## src/hw/rtl/icob_pkg.sv

```systemverilog
// shared constants and types of the interpolated cosine oscillator bank
package icob_pkg;

    localparam int MAX_OSC_DEF     = 16;
    localparam int TABLE_BITS_DEF  = 10;
    localparam int SAMPLE_BITS_DEF = 16;

    localparam int ACTIVE_W = 5;
    localparam int RATE_W   = 32;
    localparam int PHASE_W  = 32;
    localparam int INDEX_W  = 4;
    localparam int FREQ_W   = 24;
    localparam int CFG_W    = 32;

    localparam logic [ACTIVE_W-1:0] ACTIVE_RST = 5'd16;
    localparam logic [RATE_W-1:0]   RATE_RST   = 32'd183251938;

    // register indexes
    localparam logic CFG_ACTIVE_COUNT  = 1'b0;
    localparam logic CFG_INV_HALF_RATE = 1'b1;

    // item kinds
    localparam logic OP_TICK     = 1'b0;
    localparam logic OP_SET_FREQ = 1'b1;

    typedef struct packed {
        logic shift;
        logic adv;
        logic wr;
    } cell_ctrl_t;

endpackage

```

## src/hw/rtl/icob_cell.sv

```systemverilog
// one oscillator cell: phase and increment, passed to the neighbor on shift
module icob_cell (
    input  logic                            aclk,
    input  logic                            aresetn,
    input  icob_pkg::cell_ctrl_t            ctrl,
    input  logic [icob_pkg::PHASE_W-1:0]    wr_inc,
    input  logic [icob_pkg::PHASE_W-1:0]    phase_in,
    input  logic [icob_pkg::PHASE_W-1:0]    inc_in,
    output logic [icob_pkg::PHASE_W-1:0]    phase_q,
    output logic [icob_pkg::PHASE_W-1:0]    phase_out,
    output logic [icob_pkg::PHASE_W-1:0]    inc_out
);

    logic [icob_pkg::PHASE_W-1:0] phase_reg;
    logic [icob_pkg::PHASE_W-1:0] inc_reg;

    assign phase_q   = phase_reg;
    assign inc_out   = inc_reg;
    // phase wraps modulo one full turn either way
    assign phase_out = ctrl.adv ? phase_reg + inc_reg : phase_reg;

    always_ff @(posedge aclk) begin
        if (!aresetn) begin
            phase_reg <= '0;
            inc_reg   <= '0;
        end else if (ctrl.shift) begin
            phase_reg <= phase_in;
            inc_reg   <= inc_in;
        end else if (ctrl.wr) begin
            inc_reg <= wr_inc;
        end
    end

endmodule

```

## config.mk

```make
export PLATFORM = sky130hd
export DESIGN_NAME = icob_cell
export DESIGN_NICKNAME = d
export VERILOG_FILES = /design/src/hw/rtl/icob_pkg.sv /design/src/hw/rtl/icob_cell.sv
export SDC_FILE = /design/constraint.sdc
export NUM_CORES = 1
export LEC_CHECK = 0
export ABC_CLOCK_PERIOD_IN_PS = 3120
export BUFFER_PORTS_ARGS = -buffer_cell sky130_fd_sc_hd__buf_2
export CORE_MARGIN = 3
export CORE_UTILIZATION = 30
export CTS_BUF_LIST = sky130_fd_sc_hd__clkbuf_8
export CTS_CLUSTER_DIAMETER = 50
export CTS_CLUSTER_SIZE = 25
export DETAILED_ROUTE_END_ITERATION = 8
export GPL_TIMING_DRIVEN = 0
export HOLD_SLACK_MARGIN = 0.12
export PLACE_DENSITY = 0.64
export SLEW_MARGIN = 40
export SYNTH_ARGS = -nofsm -noshare
export SYNTH_HDL_FRONTEND = slang
export SYNTH_SLANG_ARGS = --single-unit
```

## constraint.sdc

```tcl
create_clock -name aclk -period 3.12 [get_ports aclk]
set_input_delay 0.156 -clock aclk [delete_from_list [all_inputs] [get_ports aclk]]
set_output_delay 0.156 -clock aclk [all_outputs]
set_load 0.005 [all_outputs]
```

==> results.md <==
- Worst-path clk slew: approximately 0.060 ns
- Vias in the first global route: about 5,000
- H-Tree Depth: 3
- Netlist Area Pre-Place: about 5000 um2
- Post-synth EDFFs: 0
- PD cells: about 340 nW/um2
- Total power: roughly 0.0024 W
- First-pass GRT wire length: approximately 26 mm
- Worst EP required: between 2 and 3 ns
- 1st-iter DRT viols: 192
- Die area: 17,800 um2
- Initial antenna violation count: 1
- Worst slew margin: 44.1%
- I/O Buffers: around 190
- Yosys reg bits: 64
- R2R cell count: 3
- Die width: ~130 um
- MaxCap Viol Count: 0
- Unrepaired setup endpoints after global routing: true
- Library cells used by synthesis: 63
- Period minus WS final: just over 3 ns
- Area share of fa/ha/maj cells after synthesis: approximately 8.4%
- P_leak: 3.58 nW
- HPWL Detailed: about 13 mm
- Gr usage total: 18.7%
- Area delta synth->final: 49.2%
- Largest net degree at the start of global routing: 11
- Die Ht: ~130 um
- Post-route cell area: a little over 7000 um2
- Status: finished clean
- Routed vias: between 5,000 and 6,000
- Path type of the worst setup path: reg -> out
- Post-synth ARST share: 0%
- Top_reg_cell synth: dfxtp_1
- Final period util: between 90% and 100%
- CTS tree: done
- Initial Utilization: between 30% and 40%
- YS warnings: 0
- Main combinational cell family by area after synthesis: simple AND/OR/NAND/NOR gates
- Post-DRT Antenna Nets: 0
- Compound-Gate Fraction of Synth Area: roughly 18%
- CP Launch Type: register
- Simple-gate share of the synthesized area: 20.3%
- DRT Wirelength: between 15 and 20 mm
- Final core occ: 46.7%
- VDD IR max: 0.248 mV
- Syn_nets: approximately 700
- Maximum clock path buffer count: 2
- XOR/XNOR share of the synthesized area: ~4.1%
- # IOs: around 200
- Layout cells sized above 1: between 30% and 40%
- Crit Path Max Fanout: 3
- Final-report setup violation count: 0
- Grt ovf: 0
- CTS Buf Count: 9
- Drt pass-1 iters: 4
- Peak Freq: roughly 320 MHz
- RR Startpoint: inc_out[31]
- Clock Tree Root: clkbuf_8
- Placed inst area: between 6000 and 7000 um2
- Via density: roughly 4.8
- Ant. Diodes: 0
- Commonest non-fill, non-tap cell in the layout: buf_2
- Core box area: between 15,000 and 20,000 um2
- Syn_area_per_cell: approximately 8.5 um2
- Clk sink count: between 60 and 70
- Critical Path End Type: primary output
- Clk_lat worst skew: approximately 0.35 ns
- Area leader, netlist: dfxtp_1
- Clock Skew: 0 ns
- Worst-Margin Slew: around 0.84 ns
- Mapped Cells: around 570
- Sequential area share after synthesis: a little over a quarter
- Flop-to-flop setup slack: 2.13 ns
- Synth top area cells: dfxtp_1 (26%), mux2i_1 (13%), ha_1 (8.0%), mux2_2 (4.9%), nand2_1 (4.5%)
- CP endpoint: phase_out[22]
- Hold Path Class: in -> reg
- Crit path DAT: between 2 and 3 ns
- Yosys top cell area share: between 20% and 30%
- Setup crit start: phase_q[0]
- Layout Nets: 981
- Site Rows: between 40 and 50
- Multiplexer area fraction after synthesis: 18.2%
- GP Congestion: between 0.8 and 0.9
- Max-slew violations: 0
- DR DRC count: 0
- Most frequent cells in the layout: buf_2 (190), mux2i_1 (65), dlygate4sd3_1 (62)
- Worst r2r dst: inc_out[31]
- Final Hold Viols: 0
- Drt wl/cell: around 16 um
- # fillers: around 1,500
## registers in the layout, summed over array words and instances (netlist names)
| register | cells |
|---|---|
| phase_q | 32 |
| inc_out | 32 |
## power breakdown
part	switching, W	leakage, nW	internal, W
clock	0.000320	0.112	0.000404
combinational	0.000372	2.94	0.000413
sequential	0.0000583	0.533	0.000870
## worst max-delay path: stages (launching register included)
cell and delay, ns:
dfxtp_4 0.36, ha_4 0.16, fa_2 0.37, a21o_1 0.20, a311oi_4 0.29, nor4_4 0.10, o2111a_2 0.31, o21ai_2 0.16
nand2_1 0.10, xor2_1 0.15, mux2_4 0.28, buf_6 0.12
## logic make-up after synthesis
logic type / Yosys count
XOR/XNOR: 23
flip-flops: 64
AO/OA/AOI/OAI: 139
buffers and inverters: 42
multiplexers: 86
AND/OR/NAND/NOR: 183
adder cells (fa/ha/maj): 32
## timing repair
| action | in CTS | in global routing |
|---|---|---|
| pin swaps | 17 | 13 |
| hold buffers | 62 | 0 |
| hold endpoints to repair | 62 | 0 |
| gates cloned | 0 | 0 |
| setup endpoints to repair | 15 | 16 |
| gates resized for setup | 31 | 26 |
| setup buffers | 10 | 4 |
## how the worst min path moves through the flow
| stage | start | end | slack, ns | cells past startpoint |
|---|---|---|---|---|
| global placement | phase_in[30] | phase_q[30] | 0.41 | 3 |
| CTS | inc_in[2] | inc_out[2] | 0.12 | 4 |
| global route | inc_in[2] | inc_out[2] | 0.13 | 4 |
| finish | inc_in[2] | inc_out[2] | 0.16 | 4 |
| floorplan | phase_in[21] | phase_q[21] | 0.33 | 2 |
| detailed placement | phase_in[23] | phase_q[23] | 0.42 | 3 |
## layout make-up
class	count	area, um2	area share (%)
plain buffers	32	173	2.38
clock buffers	11	151	2.09
clock inverters	5	47.5	0.655
inverters	10	37.5	0.517
multi-input cells	463	3570	49.1
flip-flops and latches	64	1300	17.9
well taps	211	264	3.64
repair buffers	268	1720	23.7
## layer usage
metal	vias to the layer above	wire length (um)	track usage, %
met4	0	289	5.77
met5	-	0	0
met1	2318	7830	23.2
met3	19	915	4.19
li1	2582	-	-
met2	171	8310	32.2
## per-stage QoR
stage               TNS [ns]  setup slack, ns  hold slack [ns]  std cells
CTS                  -0.0345          -0.0345            0.125       1061
detailed placement         0           0.0339            0.421        973
floorplan                  0            0.478            0.326        569
finish                     0          0.00684            0.162       1064
global placement           0           0.0374            0.414        972
global route          -0.373          -0.0993            0.135       1064
## cells in the mapped netlist, drive strengths merged, types with 2 or more instances
library cell / n
nor2: 19
o21ai: 49
nand3: 8
ha: 31
o31ai: 4
and3: 4
buf: 5
nor2b: 33
o22ai: 2
mux2i: 65
or2: 3
nand2: 58
xnor2: 18
nand4: 8
dfxtp: 64
inv: 9
clkbuf: 26
nand3b: 2
xor2: 5
a211o: 2
a31oi: 6
a21oi: 34
nor3: 4
a21o: 20
mux2: 21
a21boi: 2
o21a: 5
nor4b: 3
o21bai: 5
o311ai: 4
and2: 35
(Power assumes the default switching activity.)
