===== src/hw/rtl/icob_divider.sv =====
// signed by unsigned restoring divider, one quotient bit per cycle
module icob_divider #(
    parameter int W  = 21,
    parameter int DW = 5
) (
    input  logic                aclk,
    input  logic                aresetn,
    input  logic                start,
    input  logic signed [W-1:0] dividend,
    input  logic [DW-1:0]       divisor,
    output logic                done,
    output logic signed [W-1:0] quotient
);

    localparam int CW = $clog2(W + 1);

    logic          busy_reg;
    logic          done_reg;
    logic          neg_reg;
    logic [CW-1:0] cnt_reg;
    logic [DW-1:0] rem_reg;
    logic [W-1:0]  quo_reg;
    logic [DW:0]   trial;
    logic [DW:0]   diff;
    logic          ge;
    logic [DW-1:0] rem_next;

    always_comb begin
        trial    = {rem_reg, quo_reg[W-1]};
        diff     = trial - {1'b0, divisor};
        ge       = trial >= {1'b0, divisor};
        rem_next = ge ? diff[DW-1:0] : trial[DW-1:0];
    end

    assign done     = done_reg;
    // truncation toward zero: divide magnitudes, restore the sign
    assign quotient = neg_reg ? -signed'(quo_reg) : signed'(quo_reg);

    always_ff @(posedge aclk) begin
        if (!aresetn) begin
            busy_reg <= 1'b0;
            done_reg <= 1'b0;
        end else begin
            done_reg <= 1'b0;
            if (start) begin
                busy_reg <= 1'b1;
            end else if (busy_reg && cnt_reg == CW'(1)) begin
                busy_reg <= 1'b0;
                done_reg <= 1'b1;
            end
        end
    end

    always_ff @(posedge aclk) begin
        if (start) begin
            neg_reg <= dividend[W-1];
            quo_reg <= dividend[W-1] ? W'(-dividend) : W'(dividend);
            rem_reg <= '0;
            cnt_reg <= CW'(W);
        end else if (busy_reg) begin
            quo_reg <= {quo_reg[W-2:0], ge};
            rem_reg <= rem_next;
            cnt_reg <= cnt_reg - 1'b1;
        end
    end

endmodule


===== config.mk =====
export PLATFORM = sky130hd
export DESIGN_NAME = icob_divider
export DESIGN_NICKNAME = d
export VERILOG_FILES = /design/src/hw/rtl/icob_divider.sv
export SDC_FILE = /design/constraint.sdc
export NUM_CORES = 1
export LEC_CHECK = 0
export ABC_AREA = 0
export BUFFER_PORTS_ARGS = -buffer_cell sky130_fd_sc_hd__buf_2
export CORE_MARGIN = 3
export CORE_UTILIZATION = 56
export DETAILED_ROUTE_END_ITERATION = 6
export PLACE_DENSITY = 0.77
export SLEW_MARGIN = 20
export SYNTH_ARGS = -nofsm -noshare
export SYNTH_HDL_FRONTEND = slang
export SYNTH_SLANG_ARGS = --single-unit

===== constraint.sdc =====
create_clock -name aclk -period 3 [get_ports aclk]
set_clock_uncertainty 0.1 [all_clocks]
set_input_delay 0.15 -clock aclk [delete_from_list [all_inputs] [get_ports aclk]]
set_output_delay 0.15 -clock aclk [all_outputs]
set_load 0.02 [all_outputs]

==> results of run 1 <==
placed cells by master, fill, tap and decap left out, types with 8 or more instances in the layout:
cell | netlist | final
a21oi_1 | 20 | 20
edfxtp_1 | 22 | 22
xnor2_1 | 24 | 24
nor3_1 | 8 | 8
o21ai_0 | 17 | 17
or3_1 | 10 | 10
ha_1 | 9 | 9
xor2_1 | 11 | 11
o41ai_1 | 9 | 9
nand2_1 | 22 | 22
buf_2 | 0 | 50
dfxtp_1 | 12 | 12
inv_1 | 20 | 20
nor2_1 | 28 | 28
stage by stage:
step	utilization (%)	instances	cell area [sq um]
2_1_floorplan	-	304	2640
3_3_place_gp	64.5	392	2870
3_5_place_dp	64.5	392	2870
4_1_cts	67.0	401	2980
5_1_grt	67.0	401	2980
6_report	67.0	401	2980
synth_stat cells (4+ instances only):
cell,n,area share (%)
ha_1,9,4.3
nor4_1,4,0.95
edfxtp_1,22,25
nand3_1,7,1.3
or3_1,10,2.4
clkbuf_1,8,1.1
or4_1,6,1.7
nand2b_1,6,1.4
nor2_1,28,4.0
o21ai_0,17,3.2
inv_1,20,2.8
o22ai_1,4,0.95
o31ai_1,6,1.7
nand2_1,22,3.1
and3b_1,4,1.3
nor3_1,8,1.5
xnor2_1,24,8.0
o41ai_1,9,3.0
dfxtp_1,12,9.1
a21oi_1,20,3.8
xor2_1,11,3.7
nand3b_1,4,1.1
power by group through the flow:
stage          logic (W)  registers [W]  clock network, W
3_5_place_dp    0.000419       0.000622                 0
4_1_cts         0.000421       0.000611          0.000391
6_report        0.000420       0.000612          0.000388
2_1_floorplan   0.000311       0.000600                 0
3_3_place_gp    0.000411       0.000619                 0
5_1_grt         0.000466       0.000620          0.000414
cells by family after synthesis:
group / Yosys count / synth area share, %
AOI/OAI and AO/OA: 71 / 17.4
buffers and inverters: 35 / 6.36
DFF: 34 / 34.2
xor gates and xnor gates: 35 / 11.6
and+or+nand+nor: 116 / 24.3
muxes: 3 / 1.14
adders and majority gates: 10 / 5.03
final cells by class:
class	count	area (sq um)	area share [%]
multi-input combinational	235	1570	52.6
sequential	34	901	30.2
timing repair buffer	52	268	8.99
clock buffer	6	93.8	3.15
inverter	20	75.1	2.52
tap	52	65.1	2.18
clock inverter	2	10.0	0.336
worst min path at each step:
stage / end / depth (start not counted) / slack [ns]
after global routing: quo_reg[0] / 3 / 0.16
after CTS: quo_reg[0] / 3 / 0.15
after global placement: busy_reg / 3 / 0.28
after floorplan: neg_reg / 0 / 0.15
after detailed placement: busy_reg / 3 / 0.29
final: quo_reg[0] / 3 / 0.15
metal layers:
metal,vias to the layer above,part of all wire (%)
li1,1197,-
met1,1075,46
met2,75,48
met3,8,5.2
met4,0,1.1
met5,-,0
worst max-delay path, cell delays in order, from the launching register on:
cell and delay, ns:
edfxtp_1 0.45, or3_1 0.42, or4_1 0.50, o41ai_1 0.44
xnor2_1 0.17, buf_2 0.19
what timing repair did:
action / CTS / global route
setup endpoints to repair: 0 / 0
resized for setup: 0 / 0
hold endpoints to repair: 1 / 0
hold buffers: 1 / 0
==> run_results.csv, run 1 <==
group,metric,value,unit
outcome,status,"completed",
power,ir_worst_vdd,0.000222,V
clock_tree,cts_made_buffers,5,
finish,largest_register_ffs,21,
sta,slew_headroom,35.7,%
critical_path,cp.required,2.75,ns
sta,tns,0,ns
power,seqPwrFrac,43.1,%
sta,hold_violations,0,
global_route,use_met1,29.8,%
clock_tree,clock_latency,0.29,ns
critical_path,crit_fanout,5,
sta,worst-slew-pin-transition,0.965,ns
critical_path,endpoint_kind,"output port",
global_route,grtUsageMet3,4.73,%
power,swShare,33.9,%
sta,period_needed,2.72,ns
sta,finalMaxSlewViolations,0,
finish,antenna_cells,0,
clock_tree,root_buffer,"clkbuf_8",
global_route,grt-ovfl-total,0,
clock_tree,clk_pin_slew_worst_paths,0.07,ns
clock_tree,cts_sinks,34,
logic_synthesis,syn_inst,304,
die,die-area,5560,sq um
logic_synthesis,synthArstFlopShare,0,%
logic_synthesis,synth.avg_cell_area,8.67,sq um
logic_synthesis,ys_seq_area_share,34.2,%
critical_path,rrSetupSlack,0.72,ns
global_route,grt_max_degree,61,
route,ant_nets,0,
die,ios,51,
power,p_switching,0.000482,W
global_route,grt_pass1_vias,2207,
sta,rsz0062_at_grt,"no",
logic_synthesis,synth_edf_count,22,
route,drt_wl_total,5.93,mm
finish,n_fill_cell,377,
die,initial_core_util,59.3,%
logic_synthesis,synth_seq_cells,34,
critical_path,cp-startpoint,"quo_reg[12]",
die,coreArea,4440,sq um
sta,fin_hold_ws,0.155,ns
die,die_w,74.6,um
clock_tree,cts_max_path_buffers,2,
critical_path,path_class,"register to output port",
sta,finalCritPeriodShare,90.7,%
clock_tree,cts_tree,"built",
global_route,antenna_found_initial,0,
logic_synthesis,yosysWarningCount,0,
run,max_cap_violations,0,
hold_path,hp-class,"primary input to register",
logic_synthesis,synth_nets,343,
sta,max_freq,0.368,GHz
clock_tree,post_cts_buffers,0,
route,drc_errors,0,
critical_path,endpoint,"quotient[18]",
logic_synthesis,syn_area,2640,sq um
critical_path,cp_data_arrival_time,2.47,ns
power,p_leak,1.21,nW
power,finalPower,0.00142,W
critical_path,reg2reg_from,"quo_reg[20]",
route,drtIter0Drc,174,
power,power_density,477,nW/um^2
sta,setup_ws,0.279,ns
placed_design,gp_congestion,0.895,
clock_tree,htree_levels,2,
die,rows,24,
placed_design,pre_cts_slack,0.525,ns
critical_path,r2r-end,"rem_reg[3]",
placed_design,io_buffers,50,
finish,nNetsFinal,387,
route,post_drt_via_cell_ratio,5.87,
global_route,grt_pass1_wl,9.64,mm
critical_path,reg2regPathDepth,8,
global_route,use_met2,36.0,%
die,die_h,74.6,um
placed_design,dpl.hpwl,4.34,mm
sta,setup_violations,0,
power,p_int,0.000938,W
logic_synthesis,synth_ff_type,"edfxtp_1",
hold_path,min_from,"dividend[0]",
route,drt-wirelength-per-cell,14.8,um
power,pwr-share-clk,27.3,%
power,combinationalPowerShare,29.6,%
global_route,grt_use_total,22.5,%
finish,syn_to_final_growth,13.1,%
route,vias,2355,
critical_path,setup.worst_path.start_class,"register",
global_route,busiest_layer,"met2",
logic_synthesis,ys_types,46,
finish,drive_above_1_share,20.3,%
route,drt_pass1_iterations,4,
No activity file was read; power rests on OpenSTA's default activity.
==> inputs of run 2 (changes only) <==
Clock period 3 ns to 2.8 ns, I/O delays scaled along.
==> run 2 against run 1 <==
Sequential share of layout area decreased by 0.14 points. Sequential power increased by 7.4%. Cell count increased by 0.25%. Die area unchanged. Register-to-register slack got worse by 0.23 ns. Power increased by 7.2%. Combinational power increased by 7.9%. First-iteration DRC count decreased by 6.3%. Global-route usage decreased by 0.12 points. Worst setup slack got worse by 0.24 ns. Clock-buffer cell count unchanged. Largest power group unchanged.
==> run_results.csv, run 2 (same netlist as run 1, synthesis figures left out) <==
group,metric,value,unit
outcome,status,"completed",
placed_design,gp_congestion,0.923,
die,rows,24,
sta,rsz0062_at_grt,"yes",
finish,fin_util,67.3,%
die,initial_core_util,59.3,%
global_route,grt_pass1_wl,9.61,mm
die,die_h,74.6,um
die,die_w,74.6,um
critical_path,path_buf_inv,1,
critical_path,path_class,"register to output port",
finish,nNetsFinal,388,
route,drc_errors,0,
power,ir_worst_vdd,0.000328,V
finish,largest_register_ffs,21,
route,post_drt_via_cell_ratio,5.92,
global_route,grt-ovfl-total,0,
clock_tree,htree_levels,2,
placed_design,io_buffers,50,
route,drtIter0Drc,163,
power,p_leak,1.22,nW
route,ant_nets,0,
sta,period_needed,2.76,ns
sta,setup_violations,0,
critical_path,crit_fanout,5,
sta,finalCritPeriodShare,98.5,%
global_route,grt_use_total,22.4,%
clock_tree,clock_latency,0.29,ns
clock_tree,cts_made_buffers,5,
sta,max_freq,0.362,GHz
run,max_cap_violations,0,
sta,finalMaxSlewViolations,0,
finish,syn_to_final_growth,13.6,%
global_route,antenna_found_initial,0,
finish,drive_above_1_share,20.9,%
critical_path,cp_data_arrival_time,2.52,ns
sta,fin_hold_ws,0.120,ns
sta,tns,0,ns
critical_path,slowest_stage,"or4_1",
finish,final_common_cell,"buf_2",
sta,slew_headroom,61.5,%
die,ios,51,
sta,worst-slew-pin-transition,0.578,ns
critical_path,cp_cell_sequence,"or3_1, or4_1, o41ai_1, xnor2_1, buf_2",
power,combinationalPowerShare,29.8,%
clock_tree,cts_sinks,34,
power,p_int,0.00101,W
power,p_switching,0.000516,W
clock_tree,cts_max_path_buffers,2,
route,vias,2380,
sta,hold_violations,0,
clock_tree,cts_tree,"built",
placed_design,pre_cts_slack,0.335,ns
clock_tree,root_buffer,"clkbuf_8",
placed_design,dpl.hpwl,4.38,mm
sta,setup_ws,0.0410,ns
power,seqPwrFrac,43.1,%
finish,antenna_cells,0,
critical_path,cp.required,2.56,ns
power,swShare,33.9,%
global_route,grt_pass1_vias,2133,
critical_path,endpoint_kind,"output port",
clock_tree,clk_pin_slew_worst_paths,0.07,ns
die,coreArea,4440,sq um
power,power_density,509,nW/um^2
critical_path,setup.worst_path.start_class,"register",
critical_path,cp_top_family,"simple AND/OR/NAND/NOR gates",
finish,n_fill_cell,371,
critical_path,slowest_delay,0.51,ns
die,die-area,5560,sq um
route,drt-wirelength-per-cell,14.8,um
hold_path,hp-class,"primary input to register",
route,drt_pass1_iterations,4,
route,drt_wl_total,5.96,mm
global_route,grt_max_degree,33,
power,pwr-share-clk,27.1,%
finish,final_cell_mix,"buf_2 (50), nor2_1 (28), xnor2_1 (24), nand2_1 (22), edfxtp_1 (22)",
[run 2: cell count changes in the layout (fill, tap and decap cells not counted), sizes merged]
cell	delta
buf	+1
[run 2: area by class of cell]
class                   instances  area, sq um  share of cell area (%)
clock inverters                 2         10.0                   0.334
repair buffers                 53          275                    9.20
well taps                      52         65.1                    2.17
flip-flops and latches         34          901                    30.1
inverters                      20         75.1                    2.51
clock buffers                   6         93.8                    3.14
multi-input cells             235         1570                    52.6
[run 2: what timing repair did]
action                     4_1_cts  5_1_grt
hold endpoints to repair         2        0
setup buffers                    0        0
setup endpoints to repair        0        3
hold buffers                     1        0
gates resized for setup          0        1
[run 2: worst paths after layout]
| kind | start | endpoint | slack [ns] | depth (start not counted) |
|---|---|---|---|---|
| worst max-delay path | quo_reg[12] | quotient[20] | 0.04 | 5 |
| worst min-delay path | dividend[0] | quo_reg[0] | 0.12 | 3 |
| worst max register to register | quo_reg[20] | rem_reg[3] | 0.49 | 8 |
| worst min register to register | cnt_reg[4] | cnt_reg[4] | 0.41 | 2 |
[run 2: per-stage QoR]
step | cells | total power, W | cell area [sq um]
after floorplan | 304 | 0.000976 | 2640
after global placement | 393 | 0.00110 | 2870
after detailed placement | 393 | 0.00112 | 2870
after CTS | 402 | 0.00153 | 2990
after global routing | 402 | 0.00161 | 2990
final | 402 | 0.00152 | 2990
[run 2: tightest hold or removal path, stage by stage]
cell     delay [ns]
buf_2          0.08
inv_1          0.04
a21oi_1        0.13
[run 2: routing by layer]
layer  global-route usage [%]  routed length [um]
met5                        0                   0
met3                     3.65                 320
met4                     8.70                 109
met2                     35.5                2800
met1                     30.6                2730
[run 2: power groups by stage]
stage	clock network, W	logic (W)	registers, W
3_3_place_gp	0	0.000442	0.000662
2_1_floorplan	0	0.000333	0.000643
5_1_grt	0.000441	0.000502	0.000665
3_5_place_dp	0	0.000450	0.000665
6_report	0.000413	0.000453	0.000657
4_1_cts	0.000419	0.000455	0.000655
==> inputs of run 3 (changes only) <==
Settings changed: CORE_UTILIZATION 56 to 50, PLACE_DENSITY 0.77 to 0.72.
Clock period 2.8 ns to 2.4 ns, I/O delays scaled along.
==> run 3 against run 2 <==
The flow now finishes with violations (negative setup slack). Sequential share of layout area fell by 2.2 points. Critical path depth did not move. Wire length rose by 5.8%. Hold slack improved by 0.0065 ns. Power rose by 18%. Sequential cell count did not move. Cell count rose by 7.7%.
==> run_results.csv, run 3 (same netlist as run 1, synthesis figures left out) <==
group,metric,value,unit
sta,fin_hold_ws,0.127,ns
clock_tree,cts_max_path_buffers,2,
route,drc_errors,0,
sta,tns,-0.314,ns
critical_path,cp_data_arrival_time,2.29,ns
placed_design,pre_cts_slack,0.0403,ns
global_route,grt_pass1_wl,10.4,mm
power,finalPower,0.00180,W
die,initial_core_util,53.7,%
sta,hold_violations,0,
route,drt-wirelength-per-cell,14.6,um
sta,setup_violations,5,
sta,finalMaxSlewViolations,0,
clock_tree,clock_latency,0.29,ns
global_route,grt_use_total,21.0,%
route,vias,2430,
die,die_w,78.6,um
critical_path,reg2regPathDepth,8,
die,die-area,6180,sq um
clock_tree,clk_pin_slew_worst_paths,0.07,ns
route,post_drt_via_cell_ratio,5.61,
global_route,grt_pass1_vias,2316,
sta,setup_ws,-0.112,ns
finish,antenna_cells,0,
global_route,antenna_found_initial,0,
route,ant_nets,0,
finish,final_common_cell,"buf_2",
placed_design,io_buffers,50,
hold_path,min_path_cells,3,
placed_design,dp_cells,417,
sta,finalCritPeriodShare,105,%
sta,period_needed,2.51,ns
power,p_leak,1.34,nW
finish,largest_register_ffs,21,
finish,nNetsFinal,404,
sta,rsz0062_at_grt,"yes",
placed_design,dpl.hpwl,4.45,mm
die,rows,25,
critical_path,cp.required,2.18,ns
die,coreArea,4910,sq um
power,ir_worst_vdd,0.000225,V
finish,n_fill_cell,428,
placed_design,gp_congestion,0.904,
clock_tree,cts_made_buffers,5,
die,ios,51,
route,drtIter0Drc,109,
outcome,status,"complete, but fails checks",
hold_path,hp-class,"primary input to register",
finish,syn_to_final_growth,22.7,%
route,drt_pass1_iterations,4,
sta,max_freq,0.398,GHz
critical_path,crit_fanout,5,
critical_path,path_class,"register to output port",
critical_path,endpoint_kind,"output port",
clock_tree,cts_tree,"built",
sta,worst-slew-pin-transition,0.855,ns
global_route,grt-ovfl-total,0,
power,power_density,558,nW/um^2
outcome,violations,"negative setup slack",
die,die_h,78.6,um
route,drt_wl_total,6.30,mm
finish,final_cell_mix,"buf_2 (47), nor2_1 (28), xnor2_1 (24), nand2_1 (22), edfxtp_1 (22)",
critical_path,setup.worst_path.start_class,"register",
sta,slew_headroom,43.0,%
clock_tree,htree_levels,2,
global_route,grt_max_degree,29,
run,max_cap_violations,0,
clock_tree,cts_sinks,34,
finish,drive_above_1_share,27.6,%
finish,final_cells,433,
clock_tree,root_buffer,"clkbuf_8",
==> run 3: worst paths after layout <==
kind | startpoint | endpoint | slack [ns]
max | quo_reg[12] | quotient[20] | -0.11
min | dividend[0] | quo_reg[0] | 0.13
max reg2reg | quo_reg[20] | rem_reg[3] | 0.12
min reg2reg | cnt_reg[4] | cnt_reg[4] | 0.39
==> run 3: what timing repair did <==
item / in CTS / in global routing
setup buffers: 1 / 6
gates cloned: 0 / 0
endpoints found under the hold margin: 2 / 0
endpoints found under the setup margin: 6 / 12
pin swaps: 3 / 1
hold buffers: 1 / 0
gates resized for setup: 11 / 9
==> run 3: report_power, final <==
group	switching, W	internal, W
clock network	0.000214	0.000231
registers	0.0000798	0.000692
logic	0.000327	0.000259
==> run 3: critical path, stage by stage (launching register included) <==
cell	delay (ns)
edfxtp_1	0.40
or3_4	0.41
or4_4	0.49
o41ai_4	0.36
xnor2_1	0.17
buf_4	0.17
==> run 3: per-layer routing <==
metal	share of wire, %	wire (um)	GRT usage, %
met5	0	0	0
met4	1.5	96	8.22
met3	4.8	301	3.56
met2	49	3070	34.8
met1	45	2840	27.1
==> run 3: metrics by stage <==
step / utilization [%] / area [sq um]
finish: 65.8 / 3230
global route: 65.8 / 3230
CTS: 64.0 / 3140
detailed placement: 60.3 / 2960
global placement: 60.3 / 2960
floorplan: - / 2640
==> run 3: area by class of cell <==
| type | count | area, sq um | area share, % |
|---|---|---|---|
| Clock buffer | 6 | 82.6 | 2.55 |
| Sequential cell | 34 | 901 | 27.9 |
| Multi-Input combinational cell | 235 | 1680 | 51.9 |
| Timing Repair Buffer | 69 | 403 | 12.5 |
| Tap cell | 67 | 83.8 | 2.59 |
| Clock inverter | 2 | 11.3 | 0.348 |
| Inverter | 20 | 75.1 | 2.32 |
